$ cat config.mk
export PLATFORM = sky130hd
export DESIGN_NAME = eth_ip_l4_header_parser_top
export DESIGN_NICKNAME = d
export VERILOG_FILES = /design/src/hdl/eihp_pkg.sv /design/src/hdl/eihp_capture.sv /design/src/hdl/eihp_verdict.sv /design/src/hdl/eth_ip_l4_header_parser_top.sv
export SDC_FILE = /design/constraint.sdc
export NUM_CORES = 1
export LEC_CHECK = 0
export ABC_AREA = 1
export ABC_CLOCK_PERIOD_IN_PS = 19620
export BUFFER_PORTS_ARGS = -buffer_cell sky130_fd_sc_hd__buf_4
export CAP_MARGIN = 0
export CORE_MARGIN = 4
export CORE_UTILIZATION = 55
export DETAILED_ROUTE_END_ITERATION = 10
export GPL_ROUTABILITY_DRIVEN = 0
export HOLD_SLACK_MARGIN = 0.1
export PLACE_DENSITY = 0.79
export SETUP_SLACK_MARGIN = 0.2
export SYNTH_ARGS = -nofsm -noshare
export SYNTH_HDL_FRONTEND = slang
export SYNTH_SLANG_ARGS = --single-unit
$ cat constraint.sdc
create_clock -name clk_i -period 19.62 [get_ports clk_i]
set_input_delay 0 -clock clk_i [delete_from_list [all_inputs] [get_ports clk_i]]
set_output_delay 0 -clock clk_i [all_outputs]
set_load 0.005 [all_outputs]
$ cat src/hdl/eihp_pkg.sv
// eihp_pkg: types and constants shared by the header parser modules
// holds the captured header state, the result item and the status codes
// no dependencies
package eihp_pkg;

  localparam logic [15:0] TypeVlan = 16'h8100;
  localparam logic [15:0] TypeIpv4 = 16'h0800;
  localparam logic [15:0] TypeIpv6 = 16'h86DD;

  localparam logic [7:0] ProtoTcp = 8'h06;
  localparam logic [7:0] ProtoUdp = 8'h11;

  localparam logic [7:0] EthHdrLen  = 8'd14;
  localparam logic [7:0] VlanHdrLen = 8'd18;
  localparam logic [7:0] HdrMin     = 8'd20;
  localparam logic [7:0] HdrMax     = 8'd60;
  localparam logic [7:0] Ipv6HdrLen = 8'd40;
  localparam logic [7:0] UdpHdrLen  = 8'd8;

  localparam logic [7:0] EthTypeHiPos = 8'd12;
  localparam logic [7:0] EthTypeLoPos = 8'd13;
  localparam logic [7:0] VlanTypeHiPos = 8'd16;
  localparam logic [7:0] VlanTypeLoPos = 8'd17;
  localparam logic [7:0] TcpOffPos    = 8'd12;

  localparam logic [3:0] VerNibble4 = 4'd4;
  localparam logic [3:0] VerNibble6 = 4'd6;

  localparam logic [2:0] IpVerNone = 3'd0;
  localparam logic [2:0] IpVer4    = 3'd4;
  localparam logic [2:0] IpVer6    = 3'd6;

  typedef enum logic [2:0] {
    StOk       = 3'd0,
    StShort    = 3'd1,
    StBadType  = 3'd2,
    StBadVer   = 3'd3,
    StBadIhl   = 3'd4,
    StBadLen   = 3'd5,
    StBadProto = 3'd6,
    StBadTcp   = 3'd7
  } status_e;

  typedef struct packed {
    logic [15:0] eth_type;
    logic        vlan_tagged;
    logic [3:0]  ip_ver_nibble;
    logic [3:0]  ip_hdr_words;
    logic [15:0] ip_length_field;
    logic [7:0]  next_proto;
    logic [63:0] src_high;
    logic [63:0] src_low;
    logic [7:0]  l4_start;
    logic [3:0]  tcp_hdr_words;
  } hdr_state_t;

  typedef struct packed {
    status_e     status;
    logic [2:0]  ip_version;
    logic [63:0] src_addr_high;
    logic [63:0] src_addr_low;
    logic [7:0]  payload_offset;
  } result_t;

endpackage

$ cat src/hdl/eihp_capture.sv
// eihp_capture: byte counter and header field capture registers
// works out the state after the current byte; clears itself after the last byte
// depends on eihp_pkg
module eihp_capture import eihp_pkg::*; #(
  parameter int COUNT_WIDTH = 17
) (
  input  logic                   clk_i,
  input  logic                   rst_ni,
  input  logic                   en_i,
  input  logic [7:0]             byte_i,
  input  logic                   last_i,
  output hdr_state_t             nxt_o,
  output logic [COUNT_WIDTH-1:0] len_o
);

  logic [COUNT_WIDTH-1:0] cnt_q, cnt_d;
  hdr_state_t             st_q, st_d;
  logic [COUNT_WIDTH-1:0] pos;
  logic [COUNT_WIDTH-1:0] rel;
  logic [7:0]             l3;
  logic                   is6;

  assign pos   = cnt_q;
  assign cnt_d = (cnt_q == {COUNT_WIDTH{1'b1}}) ? cnt_q : cnt_q + COUNT_WIDTH'(1);

  always_comb begin
    st_d = st_q;
    if (pos == COUNT_WIDTH'(EthTypeHiPos)) st_d.eth_type = {byte_i, 8'h00};
    if (pos == COUNT_WIDTH'(EthTypeLoPos)) begin
      st_d.eth_type = {st_q.eth_type[15:8], byte_i};
      if ({st_q.eth_type[15:8], byte_i} == TypeVlan) st_d.vlan_tagged = 1'b1;
    end
    if (st_d.vlan_tagged && pos == COUNT_WIDTH'(VlanTypeHiPos)) begin
      st_d.eth_type = {byte_i, 8'h00};
    end
    if (st_d.vlan_tagged && pos == COUNT_WIDTH'(VlanTypeLoPos)) begin
      st_d.eth_type = {st_q.eth_type[15:8], byte_i};
    end

    l3  = st_d.vlan_tagged ? VlanHdrLen : EthHdrLen;
    is6 = (st_d.eth_type == TypeIpv6);
    rel = pos - COUNT_WIDTH'(l3);

    if (pos >= COUNT_WIDTH'(l3)) begin
      if (rel == '0) begin
        st_d.ip_ver_nibble = byte_i[7:4];
        st_d.ip_hdr_words  = byte_i[3:0];
        st_d.l4_start      = is6 ? l3 + Ipv6HdrLen : l3 + {2'b00, byte_i[3:0], 2'b00};
      end
      if (is6) begin
        if (rel == COUNT_WIDTH'(4)) st_d.ip_length_field = {byte_i, 8'h00};
        if (rel == COUNT_WIDTH'(5)) st_d.ip_length_field = {st_q.ip_length_field[15:8], byte_i};
        if (rel == COUNT_WIDTH'(6)) st_d.next_proto = byte_i;
        // source address bytes 8..15 and 16..23 of the ipv6 header
        if (rel[COUNT_WIDTH-1:3] == (COUNT_WIDTH-3)'(1)) begin
          st_d.src_high = {st_q.src_high[55:0], byte_i};
        end
        if (rel[COUNT_WIDTH-1:3] == (COUNT_WIDTH-3)'(2)) begin
          st_d.src_low = {st_q.src_low[55:0], byte_i};
        end
      end else begin
        if (rel == COUNT_WIDTH'(2)) st_d.ip_length_field = {byte_i, 8'h00};
        if (rel == COUNT_WIDTH'(3)) st_d.ip_length_field = {st_q.ip_length_field[15:8], byte_i};
        if (rel == COUNT_WIDTH'(9)) st_d.next_proto = byte_i;
        // source address bytes 12..15 of the ipv4 header
        if (rel[COUNT_WIDTH-1:2] == (COUNT_WIDTH-2)'(3)) begin
          st_d.src_low = {32'h0, st_q.src_low[23:0], byte_i};
        end
      end
      if (rel != '0 &&
          pos == COUNT_WIDTH'(st_q.l4_start) + COUNT_WIDTH'(TcpOffPos)) begin
        st_d.tcp_hdr_words = byte_i[7:4];
      end
    end
  end

  assign nxt_o = st_d;
  assign len_o = cnt_d;

  always_ff @(posedge clk_i or negedge rst_ni) begin
    if (!rst_ni) begin
      cnt_q <= '0;
      st_q  <= '0;
    end else if (en_i) begin
      if (last_i) begin
        cnt_q <= '0;
        st_q  <= '0;
      end else begin
        cnt_q <= cnt_d;
        st_q  <= st_d;
      end
    end
  end

endmodule

$ cat src/hdl/eihp_verdict.sv
// eihp_verdict: frame checks on the last byte, in fixed priority order
// turns the captured header state and frame length into one result item
// depends on eihp_pkg
module eihp_verdict import eihp_pkg::*; #(
  parameter int COUNT_WIDTH = 17
) (
  input  hdr_state_t             st_i,
  input  logic [COUNT_WIDTH-1:0] len_i,
  output result_t                res_o
);

  logic [COUNT_WIDTH-1:0] off;
  logic [COUNT_WIDTH-1:0] ip_len;
  logic [7:0]             tcp_len;
  logic [7:0]             ihl_len;
  status_e                status;
  logic [2:0]             ver;

  assign ip_len  = COUNT_WIDTH'(st_i.ip_length_field);
  assign tcp_len = {2'b00, st_i.tcp_hdr_words, 2'b00};
  assign ihl_len = {2'b00, st_i.ip_hdr_words, 2'b00};

  always_comb begin
    off    = '0;
    status = StOk;
    ver    = IpVerNone;
    if (len_i < COUNT_WIDTH'(EthHdrLen)) begin
      status = StShort;
    end else if (st_i.vlan_tagged && len_i < COUNT_WIDTH'(VlanHdrLen)) begin
      status = StShort;
      off    = COUNT_WIDTH'(EthHdrLen);
    end else begin
      off = st_i.vlan_tagged ? COUNT_WIDTH'(VlanHdrLen) : COUNT_WIDTH'(EthHdrLen);
      if (st_i.eth_type == TypeIpv4) begin
        if (len_i < off + COUNT_WIDTH'(HdrMin))    status = StShort;
        else if (st_i.ip_ver_nibble != VerNibble4) status = StBadVer;
        else if (ihl_len < HdrMin)                 status = StBadIhl;
        else if (ip_len > len_i)                   status = StBadLen;
        else begin
          ver = IpVer4;
          off = COUNT_WIDTH'(st_i.l4_start);
        end
      end else if (st_i.eth_type == TypeIpv6) begin
        if (len_i < off + COUNT_WIDTH'(Ipv6HdrLen))          status = StShort;
        else if (st_i.ip_ver_nibble != VerNibble6)           status = StBadVer;
        else if (ip_len + COUNT_WIDTH'(Ipv6HdrLen) > len_i)  status = StBadLen;
        else begin
          ver = IpVer6;
          off = COUNT_WIDTH'(st_i.l4_start);
        end
      end else begin
        status = StBadType;
      end
      if (ver != IpVerNone) begin
        if (st_i.next_proto == ProtoTcp) begin
          if (off + COUNT_WIDTH'(HdrMin) > len_i)             status = StShort;
          else if (tcp_len < HdrMin || tcp_len > HdrMax)      status = StBadTcp;
          else if (off + COUNT_WIDTH'(tcp_len) > len_i)       status = StShort;
          else off = off + COUNT_WIDTH'(tcp_len);
        end else if (st_i.next_proto == ProtoUdp) begin
          if (off + COUNT_WIDTH'(UdpHdrLen) > len_i) status = StShort;
          else off = off + COUNT_WIDTH'(UdpHdrLen);
        end else begin
          status = StBadProto;
        end
      end
    end
  end

  assign res_o.status         = status;
  assign res_o.ip_version     = ver;
  assign res_o.src_addr_high  = (ver == IpVer6) ? st_i.src_high : 64'h0;
  assign res_o.src_addr_low   = (ver != IpVerNone) ? st_i.src_low : 64'h0;
  assign res_o.payload_offset = off[7:0];

endmodule

$ cat src/hdl/eth_ip_l4_header_parser_top.sv
// eth_ip_l4_header_parser_top: input register, field capture, checks, result register
// depends on eihp_pkg, eihp_capture, eihp_verdict
//
// Frame header parser for Ethernet with an optional 802.1Q tag, IPv4 or IPv6,
// then TCP or UDP. One frame byte is taken per item, starting at the
// destination MAC, and a byte rate of one item per cycle is sustained while
// the input side is not held. A result item is produced only for the byte
// marked last: status, IP version, source address and the offset of the L4
// payload. It passes the input register, then the result register, and
// input items keep flowing while a result waits; only a last byte that
// finds the result register still occupied holds the input side. IPv6
// extension headers are not followed. The byte counter is COUNT_WIDTH bits
// wide and saturates on long frames. No clearing pass is needed after reset.
module eth_ip_l4_header_parser_top import eihp_pkg::*; #(
  parameter int COUNT_WIDTH = 17
) (
  input  logic        clk_i,
  input  logic        rst_ni,
  input  logic        in_valid_i,
  output logic        in_stall_o,
  input  logic [7:0]  data_byte_i,
  input  logic        last_byte_i,
  output logic        out_valid_o,
  input  logic        out_stall_i,
  output logic [2:0]  status_o,
  output logic [2:0]  ip_version_o,
  output logic [63:0] src_addr_high_o,
  output logic [63:0] src_addr_low_o,
  output logic [7:0]  payload_offset_o
);

  logic                   in_vld_q;
  logic [7:0]             byte_q;
  logic                   last_q;
  logic                   out_vld_q;
  result_t                res_q, res_d;
  hdr_state_t             nxt;
  logic [COUNT_WIDTH-1:0] len;
  logic                   out_free;
  logic                   adv;

  assign out_free   = !out_vld_q || !out_stall_i;
  // a byte that is not last never needs the result register
  assign adv        = in_vld_q && (!last_q || out_free);
  assign in_stall_o = in_vld_q && !adv;

  always_ff @(posedge clk_i or negedge rst_ni) begin
    if (!rst_ni) begin
      in_vld_q <= 1'b0;
    end else if (!in_stall_o) begin
      in_vld_q <= in_valid_i;
    end
  end

  always_ff @(posedge clk_i) begin
    if (!in_stall_o) begin
      byte_q <= data_byte_i;
      last_q <= last_byte_i;
    end
  end

  eihp_capture #(
    .COUNT_WIDTH(COUNT_WIDTH)
  ) u_capture (
    .clk_i  (clk_i),
    .rst_ni (rst_ni),
    .en_i   (adv),
    .byte_i (byte_q),
    .last_i (last_q),
    .nxt_o  (nxt),
    .len_o  (len)
  );

  eihp_verdict #(
    .COUNT_WIDTH(COUNT_WIDTH)
  ) u_verdict (
    .st_i  (nxt),
    .len_i (len),
    .res_o (res_d)
  );

  always_ff @(posedge clk_i or negedge rst_ni) begin
    if (!rst_ni) begin
      out_vld_q <= 1'b0;
    end else if (adv && last_q) begin
      out_vld_q <= 1'b1;
    end else if (!out_stall_i) begin
      out_vld_q <= 1'b0;
    end
  end

  always_ff @(posedge clk_i) begin
    if (adv && last_q) begin
      res_q <= res_d;
    end
  end

  assign out_valid_o      = out_vld_q;
  assign status_o         = res_q.status;
  assign ip_version_o     = res_q.ip_version;
  assign src_addr_high_o  = res_q.src_addr_high;
  assign src_addr_low_o   = res_q.src_addr_low;
  assign payload_offset_o = res_q.payload_offset;

endmodule
==> impl_metrics.json, run 1 <==
{
  "chipWidth_um": 204,
  "cap_violations": 0,
  "fp.dieH_um": 204,
  "drive_above_1_share": 0.141,
  "critical_path_required_ns": 19.94,
  "min_period_ns": 11.93,
  "finalNetCount": 2775,
  "tns_ns": 0,
  "async_flop_share": 0.581,
  "ys_seq_area_frac": 0.460,
  "critical_path_class": "flop to flop",
  "dieArea_um2": 41600,
  "crit_slowest_cell": "o21bai_2",
  "cts_buffers": 39,
  "fin_cells": 3226,
  "area_growth_pct": 13.5,
  "num_rows": 71,
  "hold_buffers": 14,
  "wl_per_cell_um": 18.6,
  "ir_drop_uv": 69.8,
  "worstPathMaxFanout": 71,
  "ys_warn_count": 0,
  "hpwl_um": 40700,
  "critPathArrivalTime_ns": 12.25,
  "ys_seq_elements": 358,
  "ant_nets": 0,
  "report.power.total_mw": 1.71,
  "synth_edf_count": 150,
  "drt_pass1_iterations": 8,
  "fillCellCount": 3012,
  "via_per_inst": 5.90,
  "initial_core_util": 0.559,
  "cts_tree": "done",
  "synthCells": 2585,
  "clk_path_buf_depth": 3,
  "ios": 157,
  "port_buffers": 155,
  "cp_top_family": "simple AND/OR/NAND/NOR gates",
  "synth.cell_area_um2": 21100,
  "track_usage": 0.281,
  "cp_slowest_stage_delay_ns": 0.72,
  "grt_setup_unrepaired": "false",
  "cpMostUsedCell": "nand2_1",
  "antenna_found_initial": 0,
  "clk_pin_slew_worst_paths_ns": 0.07,
  "core_area_um2": 37800,
  "cts_root_buf": "clkbuf_16",
  "setup_ws_ns": 7.69,
  "start_kind": "flop",
  "fmax_ghz": 0.0838,
  "cts_setup_buffers": 0,
  "grt_pass1_wl_um": 95100,
  "remaining_drc_errors": 0,
  "critPathBufInv": 7,
  "first_iter_violations": 2079,
  "power_density_nw_per_um2": 71.5,
  "grt.overflow.total": 0,
  "synth_nets": 2676,
  "wl_um": 59900,
  "skew_ns": 0.0203,
  "hold_path_class": "input pin to flop",
  "hold_viol": 0,
  "synthFlopType": "dfrtp_1",
  "diodes": 0,
  "worstMarginPinSlew_ns": 1.21,
  "end_kind": "flop",
  "finalCritPeriodShare": 0.608,
  "leakagePower_nw": 11.2,
  "status": "complete, no violations",
  "htreeDepth": 2,
  "via_count": 19000,
  "clkLatencyLatePin_ns": 0.57,
  "slew_violations": 0,
  "r2r_slack_ns": 7.69,
  "ctsResizeCount": 0,
  "synth_area_per_cell_um2": 8.16,
  "dp_slack_ns": 8.00,
  "setup_viol": 0,
  "grt_pass1_vias": 18100,
  "synthDistinctLibCells": 64,
  "cts_sinks": 358,
  "max_slew_margin": 0.193,
  "place_inst": 3140,
  "grt_max_degree": 129
}
## cell usage in the layout (no fill, tap or decap), types with 14 or more instances in the layout
master / netlist / layout
a21oi_1: 79 / 79
buf_4: 5 / 166
clkbuf_16: 0 / 41
dfrtp_1: 208 / 208
edfxtp_1: 150 / 150
ha_1: 75 / 75
inv_1: 308 / 307
inv_2: 26 / 26
nand2_1: 544 / 543
nand2_2: 33 / 33
nand3_1: 93 / 92
nand4_1: 35 / 35
nor2_1: 286 / 286
nor2_2: 14 / 14
nor2_4: 16 / 16
nor3_1: 28 / 28
o211ai_1: 34 / 34
o21ai_0: 196 / 196
o21ai_1: 16 / 16
o22ai_1: 177 / 177
xor2_1: 34 / 34
## cell type report
class                           instances  area, um2  area share
Sequential cell                       358       9710       0.405
Multi-Input combinational cell       1760       9520       0.398
Timing Repair Buffer                  181       1410      0.0589
Inverter                              344       1310      0.0549
Clock buffer                           48       1080      0.0452
Tap cell                              511        639      0.0267
Clock inverter                         24        270      0.0113
## synthesized netlist by cell type (all sizes together) (4+ instances only)
cell type	instances	area [um2]
o211ai	34	255
xor2	35	314
buf	40	290
edfxtp	150	4500
o21a	4	30.0
a31oi	5	52.6
nor3	32	180
nand3	103	596
dfrtp	208	5200
nand3b	4	42.5
clkinv	7	28.8
inv	337	1270
o22ai	177	1110
nand2	587	2400
o21ai	223	1160
or2	4	25.0
xnor2	4	35.0
a21oi	82	422
nor2	318	1380
ha	75	938
a211oi	4	30.0
nand4	37	253
nor4	11	68.8
clkbuf	83	312
o21bai	4	33.8
## flip-flops by register name, indices dropped and copies added, names as in the netlist, 2 cells and up
register,count
src_addr_low_o,64
status_o,3
u_capture.cnt_q,17
src_addr_high_o,64
u_capture.st_q,189
ip_version_o,2
payload_offset_o,8
byte_q,8
## cells by family (layout without fill, tap and decap cells)
logic type | count (synthesis) | after routing | share of synthesized area
XOR/XNOR | 39 | 39 | 0.0165
flip-flops | 358 | 358 | 0.460
AO/OA/AOI/OAI | 542 | 542 | 0.150
other | 1 | 1 | 0.000178
buffers and inverters | 467 | 597 | 0.0903
AND/OR/NAND/NOR | 1100 | 1100 | 0.236
adder cells (fa/ha/maj) | 78 | 78 | 0.0473
## power by group
part           internal (mW)  switching [mW]
registers              0.797          0.0126
logic                 0.0379          0.0888
clock network          0.461           0.315
## per-stage QoR
step                      area (um2)   util  hold WS (ns)
after floorplan                21100      -        -0.296
after global placement         22400  0.595        0.0956
after detailed placement       22400  0.595        0.0987
after CTS                      23900  0.634         0.145
after global routing           23900  0.634         0.163
final                          23900  0.634         0.164
## final timing paths
check                                    start             endpoint  cells past startpoint
max                         u_capture.cnt_q[1]  payload_offset_o[3]                     57
min                             data_byte_i[2]            byte_q[2]                      2
max reg2reg                 u_capture.cnt_q[1]  payload_offset_o[3]                     57
min reg2reg                u_capture.st_q[179]  u_capture.st_q[179]                      2
max in group asynchronous               rst_ni   u_capture.st_q[36]                      4
min in group asynchronous               rst_ni  u_capture.st_q[160]                      3
## per-layer routing
| metal | GRT usage | share of wire | wire (um) | up-vias |
|---|---|---|---|---|
| li1 | - | - | - | 8869 |
| met1 | 0.383 | 0.40 | 24000 | 8947 |
| met2 | 0.452 | 0.46 | 27700 | 1037 |
| met3 | 0.0533 | 0.099 | 5960 | 181 |
| met4 | 0.104 | 0.037 | 2230 | 0 |
| met5 | 0 | 0 | 0 | - |
## worst reg2reg max path, delay by kind of cell, from the launching register on
kind            cells  cell delay [ns]
xor+xnor            2             0.35
flops               1             0.46
buf+inv             7             1.42
simple gates       29             4.90
fa+ha+maj           6             1.85
compound gates     13             2.71
No activity file was read; power rests on OpenSTA's default activity.
==> run 2: changes to the inputs <==
Settings changed: ABC_CLOCK_PERIOD_IN_PS 19620 to 11200.
Clock period 19.62 ns to 11.2 ns, I/O delays scaled along.
==> run 2 against run 1 <==
Against the previous run:
- critical path depth down 3
- clock skew up 0.0083 ns
- sequential power up 76%
- clock power up 54%
- die area unchanged
- worst hold slack worse by 0.098 ns
- first-iteration DRC count up 11%
- non-clock buffer count up 2
- core utilization down 0.33 points
- cell area down 0.53%
==> impl_metrics.json, run 2 (same netlist as run 1, synthesis figures left out) <==
{
  "status": "complete, no violations",
  "cts_buffers": 39,
  "ant_nets": 0,
  "stdcell_area_um2": 23800,
  "first_iter_violations": 2310,
  "wl_per_cell_um": 18.6,
  "max_slew_margin": 0.231,
  "ios": 157,
  "grt_max_degree": 129,
  "clkLatencyLatePin_ns": 0.58,
  "grt.overflow.total": 0,
  "p_clk_frac": 0.423,
  "hold_viol": 0,
  "chipWidth_um": 204,
  "skew_ns": 0.0286,
  "fin_cells": 3227,
  "core_area_um2": 37800,
  "report.power.total_mw": 2.84,
  "tns_ns": 0,
  "cp_slowest_stage_delay_ns": 0.70,
  "grt_setup_unrepaired": "false",
  "critical_path_class": "flop to flop",
  "setup_viol": 0,
  "port_buffers": 155,
  "initial_core_util": 0.559,
  "crit_slowest_cell": "inv_4",
  "critPathArrivalTime_ns": 10.57,
  "num_rows": 71,
  "antenna_found_initial": 0,
  "fin_hold_ws_ns": 0.0668,
  "grt_pass1_vias": 18400,
  "power_density_nw_per_um2": 119,
  "hold_path_class": "input pin to async pin",
  "fp.dieH_um": 204,
  "fmax_ghz": 0.0981,
  "worstMarginPinSlew_ns": 1.14,
  "cts_tree": "done",
  "via_per_inst": 5.93,
  "finalNetCount": 2777,
  "clk_pin_slew_worst_paths_ns": 0.06,
  "mostFrequentLayoutCell": "nand2_1",
  "clk_path_buf_depth": 3,
  "min_period_ns": 10.20,
  "cts_sinks": 358,
  "switching_power_mw": 0.720,
  "placed_area_um2": 22500,
  "finalCritPeriodShare": 0.910,
  "hpwl_um": 40700,
  "end_kind": "flop",
  "drt_pass1_iterations": 6,
  "cpMostUsedCell": "nand2_1",
  "place_inst": 3143,
  "seq_power_share": 0.499,
  "wl_um": 60100,
  "grt_pass1_wl_um": 96500,
  "p_comb_frac": 0.079,
  "internal-power_mw": 2.12,
  "switching_share": 0.253,
  "largest_register_ffs": 189,
  "final_cell_mix": "542 x nand2_1, 307 x inv_1, 286 x nor2_1, 208 x dfrtp_1, 196 x o21ai_0",
  "drive_above_1_share": 0.141,
  "cap_violations": 0,
  "via_count": 19100,
  "remaining_drc_errors": 0,
  "top_register": "u_capture.st_q",
  "area_growth_pct": 12.9,
  "track_usage": 0.285,
  "worstPathMaxFanout": 71,
  "critical_path_required_ns": 11.58,
  "ir_drop_uv": 123,
  "cts_root_buf": "clkbuf_16",
  "htreeDepth": 2,
  "dieArea_um2": 41600,
  "slew_violations": 0,
  "diodes": 0,
  "start_kind": "flop",
  "leakagePower_nw": 11.1
}
run 2: area by class of cell:
cell class	instances	area [um2]
clock buffers	49	1030
clock inverters	22	153
fillers	3063	13900
inverters	344	1330
multi-input cells	1760	9550
flip-flops and latches	358	9710
well taps	511	639
repair buffers	183	1410
run 2: critical path: cells and delay by family (launching register included):
kind,cells,cell delay [ns]
simple gates,26,3.97
compound gates,12,1.90
buf+inv,9,1.84
fa+ha+maj,5,1.40
flops,1,0.48
xor+xnor,2,0.35
run 2: per-layer routing:
metal	global-route usage	up-vias	share of wire
met5	0	-	0
met3	0.0533	208	0.097
met2	0.447	1013	0.46
li1	-	8865	-
met1	0.393	9053	0.40
met4	0.119	0	0.042
run 2: final timing paths:
path,start,endpoint,slack (ns),depth (start not counted)
min,rst_ni,u_capture.cnt_q[16],0.07,2
min reg2reg,u_capture.st_q[168],u_capture.st_q[168],0.49,2
max in group asynchronous,rst_ni,u_capture.st_q[34],9.02,4
max reg2reg,u_capture.cnt_q[1],payload_offset_o[5],1.00,54
max,u_capture.cnt_q[1],payload_offset_o[5],1.00,54
min in group clk_i,data_byte_i[1],byte_q[1],0.16,2
run 2: timing repair:
item	4_1_cts	5_1_grt
hold endpoints to repair	118	0
resized for setup	0	9
hold buffers	12	0
buffers inserted	0	1
setup endpoints to repair	0	9
run 2: stage by stage:
| stage | utilization | setup WS [ns] |
|---|---|---|
| floorplan | - | 2.76 |
| global placement | 0.595 | 1.18 |
| detailed placement | 0.595 | 0.817 |
| CTS | 0.630 | 0.764 |
| global route | 0.631 | 0.146 |
| finish | 0.631 | 1.00 |
run 2: power groups by stage:
stage	Combinational [mW]	Sequential, mW	Clock (mW)
2_1_floorplan	0.117	1.44	0
3_3_place_gp	0.210	1.44	0
3_5_place_dp	0.214	1.44	0
4_1_cts	0.220	1.42	1.22
5_1_grt	0.242	1.42	1.27
6_report	0.224	1.42	1.20
